==> src/design/buddy_page_allocator_defines.svh <==
// ----------------------------------------------------------------------------
// buddy page allocator assertion macros
// concurrent assertion wrappers, compiled out when ASSERT_OFF is set
// ----------------------------------------------------------------------------
`ifndef BUDDY_PAGE_ALLOCATOR_DEFINES_SVH
`define BUDDY_PAGE_ALLOCATOR_DEFINES_SVH

`ifndef ASSERT_OFF
// implication checked every clock, muted while in reset
`define BPA_ASSERT(lbl, prop, msg) \
  lbl: assert property (@(posedge clk) disable iff (!rst_n) prop) else $error(msg);
// implication checked every clock, reset included
`define BPA_ASSERT_ALWAYS(lbl, prop, msg) \
  lbl: assert property (@(posedge clk) prop) else $error(msg);
`else
`define BPA_ASSERT(lbl, prop, msg)
`define BPA_ASSERT_ALWAYS(lbl, prop, msg)
`endif

`endif

==> src/design/bpa_pkg.sv <==
// ----------------------------------------------------------------------------
// bpa_pkg
// shared constants, types and command/status structs of the buddy allocator
// ----------------------------------------------------------------------------
`default_nettype none

package bpa_pkg;

  localparam int PAGES      = 1024;
  localparam int MAX_ORDER  = 6;
  localparam int PAGE_BYTES = 4096;

  localparam int PAGE_W = $clog2(PAGES);
  localparam int LINK_W = PAGE_W + 1;
  localparam int ORD_W  = 3;
  localparam int SIZE_W = 32;
  localparam int NLIST  = MAX_ORDER + 1;
  localparam int TOP    = 1 << MAX_ORDER;
  localparam int NTOP   = PAGES / TOP;

  typedef logic [PAGE_W-1:0] page_t;
  typedef logic [LINK_W-1:0] link_t;
  typedef logic [ORD_W-1:0]  ord_t;

  localparam link_t NIL       = link_t'(PAGES);
  localparam link_t LAST_TOP  = link_t'((NTOP - 1) * TOP);
  localparam ord_t  ORD_MAX   = ord_t'(MAX_ORDER);
  localparam page_t PAGE_LAST = page_t'(PAGES - 1);

  typedef enum logic {
    REQ_ALLOC = 1'b0,
    REQ_FREE  = 1'b1
  } req_t;

  typedef enum logic [4:0] {
    S_CLEAR,
    S_IDLE,
    S_DECODE,
    S_UNLINK_A,
    S_UNLINK_B,
    S_SPLIT_LOOP,
    S_SPLIT,
    S_ALLOC_APP2,
    S_ALLOC_FIN,
    S_FREE_RD,
    S_FREE_CHK,
    S_MERGE_LOOP,
    S_MERGE_RD,
    S_MERGE_CHK,
    S_MERGE_B,
    S_FREE_APP1,
    S_FREE_APP2,
    S_DONE
  } ctl_state_t;

  typedef enum logic [3:0] {
    OP_NONE,
    OP_CLEAR,
    OP_LATCH,
    OP_DECODE,
    OP_UNLINK_A,
    OP_UNLINK_B,
    OP_SPLIT,
    OP_APP2,
    OP_ALLOC_FIN,
    OP_FREE_RD,
    OP_FREE_CHK,
    OP_MERGE_RD,
    OP_MERGE_CHK,
    OP_MERGE_B,
    OP_FREE_APP1,
    OP_EMIT
  } dp_op_t;

  typedef struct packed {
    dp_op_t op;
  } dp_cmd_t;

  typedef struct packed {
    logic clr_last;
    logic dec_ok;
    logic use_set;
    logic buddy_free;
    logic split_more;
    logic below_top;
  } dp_stat_t;

endpackage

`default_nettype wire

==> src/design/bpa_control.sv <==
// ----------------------------------------------------------------------------
// bpa_control
// request sequencer: issues one datapath command per cycle, owns handshakes
// ----------------------------------------------------------------------------
`default_nettype none

module bpa_control (
  input  wire logic              clk,
  input  wire logic              rst_n,
  input  wire logic              in_valid,
  output logic                   in_stall,
  input  wire logic              in_req_type,
  output logic                   out_valid,
  input  wire logic              out_stall,
  output bpa_pkg::dp_cmd_t       cmd,
  input  wire bpa_pkg::dp_stat_t stat
);
  import bpa_pkg::*;

  ctl_state_t state_r, state_nxt;
  logic       out_valid_r, out_valid_nxt;
  logic       emit;

  assign emit = (state_r == S_DONE) && (!out_valid_r || !out_stall);

  always_comb begin
    state_nxt = state_r;
    unique case (state_r)
      S_CLEAR:      if (stat.clr_last) state_nxt = S_IDLE;
      S_IDLE: begin
        if (in_valid) begin
          state_nxt = (req_t'(in_req_type) == REQ_FREE) ? S_FREE_RD : S_DECODE;
        end
      end
      S_DECODE:     state_nxt = stat.dec_ok ? S_UNLINK_A : S_DONE;
      S_UNLINK_A:   state_nxt = S_UNLINK_B;
      S_UNLINK_B:   state_nxt = S_SPLIT_LOOP;
      S_SPLIT_LOOP: state_nxt = stat.split_more ? S_SPLIT : S_ALLOC_FIN;
      S_SPLIT:      state_nxt = S_ALLOC_APP2;
      S_ALLOC_APP2: state_nxt = S_SPLIT_LOOP;
      S_ALLOC_FIN:  state_nxt = S_DONE;
      S_FREE_RD:    state_nxt = S_FREE_CHK;
      S_FREE_CHK:   state_nxt = stat.use_set ? S_MERGE_LOOP : S_DONE;
      S_MERGE_LOOP: state_nxt = stat.below_top ? S_MERGE_RD : S_FREE_APP1;
      S_MERGE_RD:   state_nxt = S_MERGE_CHK;
      S_MERGE_CHK:  state_nxt = stat.buddy_free ? S_MERGE_B : S_FREE_APP1;
      S_MERGE_B:    state_nxt = S_MERGE_LOOP;
      S_FREE_APP1:  state_nxt = S_FREE_APP2;
      S_FREE_APP2:  state_nxt = S_DONE;
      S_DONE:       if (emit) state_nxt = S_IDLE;
      default:      state_nxt = S_CLEAR;
    endcase
  end

  always_comb begin
    cmd.op = OP_NONE;
    unique case (state_r)
      S_CLEAR:      cmd.op = OP_CLEAR;
      S_IDLE:       cmd.op = in_valid ? OP_LATCH : OP_NONE;
      S_DECODE:     cmd.op = OP_DECODE;
      S_UNLINK_A:   cmd.op = OP_UNLINK_A;
      S_UNLINK_B:   cmd.op = OP_UNLINK_B;
      S_SPLIT_LOOP: cmd.op = OP_NONE;
      S_SPLIT:      cmd.op = OP_SPLIT;
      S_ALLOC_APP2: cmd.op = OP_APP2;
      S_ALLOC_FIN:  cmd.op = OP_ALLOC_FIN;
      S_FREE_RD:    cmd.op = OP_FREE_RD;
      S_FREE_CHK:   cmd.op = OP_FREE_CHK;
      S_MERGE_LOOP: cmd.op = OP_NONE;
      S_MERGE_RD:   cmd.op = OP_MERGE_RD;
      S_MERGE_CHK:  cmd.op = OP_MERGE_CHK;
      S_MERGE_B:    cmd.op = OP_MERGE_B;
      S_FREE_APP1:  cmd.op = OP_FREE_APP1;
      S_FREE_APP2:  cmd.op = OP_APP2;
      S_DONE:       cmd.op = emit ? OP_EMIT : OP_NONE;
      default:      cmd.op = OP_NONE;
    endcase
  end

  // result word stays until taken
  assign out_valid_nxt = emit | (out_valid_r & out_stall);

  always_ff @(posedge clk) begin
    if (!rst_n) begin
      state_r     <= S_CLEAR;
      out_valid_r <= 1'b0;
    end else begin
      state_r     <= state_nxt;
      out_valid_r <= out_valid_nxt;
    end
  end

  assign in_stall  = (state_r != S_IDLE);
  assign out_valid = out_valid_r;

endmodule

`default_nettype wire

==> config.mk <==
export PLATFORM = sky130hd
export DESIGN_NAME = bpa_control
export DESIGN_NICKNAME = d
export VERILOG_FILES = /design/src/design/buddy_page_allocator_defines.svh /design/src/design/bpa_pkg.sv /design/src/design/bpa_control.sv
export SDC_FILE = /design/constraint.sdc
export NUM_CORES = 1
export LEC_CHECK = 0
export BUFFER_PORTS_ARGS = -buffer_cell sky130_fd_sc_hd__buf_2
export CAP_MARGIN = 25
export CORE_UTILIZATION = 51
export DETAILED_ROUTE_END_ITERATION = 10
export GPL_ROUTABILITY_DRIVEN = 0
export HOLD_SLACK_MARGIN = 0.1
export PLACE_DENSITY = 0.77
export SLEW_MARGIN = 20
export SYNTH_ARGS = -nofsm -noshare
export SYNTH_HDL_FRONTEND = slang
export SYNTH_SLANG_ARGS = --single-unit
==> constraint.sdc <==
create_clock -name clk -period 1.99 [get_ports clk]
set_input_delay 0.199 -clock clk [delete_from_list [all_inputs] [get_ports clk]]
set_output_delay 0.199 -clock clk [all_outputs]
set_load 0.02 [all_outputs]
==> impl_metrics.csv <==
group,metric,value,unit
run_status,status,"complete, no violations",
timing,layout_min_cycle_time,1.83,ns
hold_path,min_delay_path_depth,3,
grt,grt_pass1_wl,3.02,mm
pwr,seq_power_share,0.280,
pwr,clkPwrFrac,0.161,
pwr,vdd_drop_max,0.000545,V
yosys,yosysTopAreaCell,"dfxtp_1",
pwr,comb_power_share,0.558,
worst_setup_path,crit_family,"simple AND/OR/NAND/NOR gates",
floorplanning,die_w,38.9,um
final_layout,area_delta_synth_final,16.5,%
timing,timing.final.crit_share,0.918,
grt,grt_pass1_vias,693,
yosys,synth_common_cells,"a21oi_1, nor2_1, dfxtp_1, nand2_1, nand2b_1",
timing,fmax,0.547,GHz
yosys,ys_warn_count,0,
place,io_buffers,16,
final_layout,diodes,0,
worst_setup_path,worst_path_max_delay_cell,"or4b_4",
yosys,yosysSeqAreaShare,0.173,
floorplanning,die_area,1520,sq um
yosys,synth_seq_cells,6,
final_layout,fin_cells,128,
worst_setup_path,critical_path_class,"reg -> out",
worst_setup_path,cpPeakStageDelay,0.61,ns
final_layout,layout-drive-gt1-share,0.298,
pwr,switching_share,0.456,
timing,worst_pin_slew,0.402,ns
routing,wl_per_cell,14.1,um
timing,fin_setup_tns,0,ns
place,dp_hpwl,1.34,mm
grt,grt_max_degree,16,
routing,vias,798,
worst_setup_path,required,1.79,ns
floorplanning,boundaryPins,17,
worst_setup_path,worstPathCellList,"or4b_4, o21ai_0, buf_2",
worst_setup_path,critPathMaxFanout,12,
worst_setup_path,cp-start-kind,"register",
final_layout,final.fill_count,116,
grt,antenna_found_initial,0,
place,dpl.cell_count,125,
clocking,h-tree-depth,1,
clocking,numCtsBuffers,3,
pwr,switchingPower,0.000325,W
yosys,ys_types,45,
timing,setup_slack,0.163,ns
timing,hold_violations,0,
routing,viasPerCell,6.23,
yosys,netlist.area_leader.share,0.173,
timing,rsz0062_at_grt,"no",
yosys,async_reset_ff_frac,0,
worst_setup_path,cp.depth,3,
floorplanning,rows,12,
clocking,clkSinkCount,6,
floorplanning,core_area,1190,sq um
grt,grt_overflow,0,
yosys,synth-edff-count,0,
yosys,syn_inst,99,
place,dp_slack,0.317,ns
routing,first_iter_violations,30,
clocking,post_cts_buffers,0,
clocking,clockBufferDepth,2,
pwr,power_leakage,0.318,nW
worst_setup_path,worst-r2r-cell-count,4,
flow_run,cap_violations,0,
clocking,worstSkewPairLatency,0.25,ns
worst_setup_path,path_buf_inv,1,
yosys,synth.top_cells.by_area,"dfxtp_1, a21oi_1, nand2b_1",
pwr,power_density,881,nW/um^2
yosys,avgSynthCellArea,7.03,sq um
clocking,cts_tree,"done",
yosys,synth_fp_nets,110,
yosys,synth.most_common_cell,"a21oi_1",
floorplanning,die_height,38.9,um
worst_setup_path,endpoint_kind,"output port",
yosys,ys_dominant_reg_cell,"dfxtp_1",
hold_path,min_path_type,"in -> reg",
routing,drc_errors,0,
clocking,cts-root-buf,"clkbuf_4",
final_layout,nNetsFinal,127,
timing,skew,0.000626,ns
timing,slew_headroom,0.731,
grt,track_usage,0.287,
worst_setup_path,critical_path_arrival,1.63,ns
floorplanning,initial_core_util,0.586,
routing,drt_first_pass_iters,4,
clocking,clk_pin_slew,0.05,ns
timing,drv_slew,0,
yosys,synth_area,696,sq um
routing,ant_nets,0,
timing,setup_violations,0,
pwr,internal_power,0.000389,W
routing,drt-total-wl,1.81,mm
-- worst paths after layout --
path / from / to / slack (ns)
setup / recovery: state_r[2] / cmd[3] / 0.16
hold / removal: rst_n / out_valid / 0.24
hold reg to reg: out_valid / out_valid / 0.54
setup reg to reg: state_r[2] / state_r[0] / 0.42
-- power by group through the flow --
stage | clock, W | sequential [W] | combinational [W]
6_report | 0.000115 | 0.000200 | 0.000399
5_1_grt | 0.000123 | 0.000206 | 0.000442
4_1_cts | 0.000118 | 0.000194 | 0.000398
3_5_place_dp | 0 | 0.000196 | 0.000396
3_3_place_gp | 0 | 0.000195 | 0.000389
2_1_floorplan | 0 | 0.000154 | 0.000340
-- logic make-up after synthesis --
| logic type | after synthesis | synth area share |
|---|---|---|
| AOI/OAI and AO/OA | 36 | 0.360 |
| xor gates and xnor gates | 2 | 0.0252 |
| buffers and inverters | 12 | 0.0845 |
| DFF | 6 | 0.173 |
| and+or+nand+nor | 43 | 0.358 |
-- area by class of cell --
class / instances / area (sq um) / area share
inverter: 3 / 11.3 / 0.0139
clock buffer: 3 / 22.5 / 0.0278
timing repair buffer: 21 / 118 / 0.145
multi-input combinational: 81 / 517 / 0.637
tap: 14 / 17.5 / 0.0216
sequential: 6 / 125 / 0.154
-- stage by stage --
step / utilization / hold WS, ns / total power, W / area (sq um)
2_1_floorplan: - / 0.350 / 0.000494 / 696
3_3_place_gp: 0.660 / 0.493 / 0.000584 / 783
3_5_place_dp: 0.660 / 0.486 / 0.000592 / 783
4_1_cts: 0.679 / 0.233 / 0.000710 / 806
5_1_grt: 0.684 / 0.249 / 0.000771 / 811
6_report: 0.684 / 0.243 / 0.000714 / 811
-- sequential cells by signal, summed over array words and instances, names as in the netlist --
name / flops
state_r: 5
out_valid: 1
-- cell usage in the layout, fill, tap and decap left out, types with 2 or more instances in the layout --
cell type and n:
a21o_1 3, a21oi_1 9, a31oi_1 3, and3_1 2, buf_2 16, buf_4 5, clkbuf_4 3, dfxtp_1 2
dfxtp_2 4, inv_1 3, nand2_1 6, nand2b_1 6, nand3_1 2, nor2_1 7, nor2b_1 5, nor3_1 4
o21ai_0 5, xnor2_1 2
-- worst register-to-register path, stage by stage, from the launching register on --
cell	delay (ns)
dfxtp_1	0.42
or4b_4	0.61
a21oi_2	0.22
a21oi_1	0.07
a31oi_1	0.18
-- metal layers --
| layer | part of all wire | GRT usage | up-vias |
|---|---|---|---|
| met5 | 0 | 0 | - |
| met4 | 0.026 | 0.0862 | 0 |
| met3 | 0.056 | 0.0867 | 8 |
| met2 | 0.46 | 0.438 | 32 |
| met1 | 0.46 | 0.382 | 354 |
| li1 | - | - | 404 |
-- timing repair --
action / CTS / global route
setup endpoints to repair: 0 / 4
hold buffers: 0 / 0
gates resized for setup: 0 / 4
Note: power is estimated with default switching activity, not from simulation.
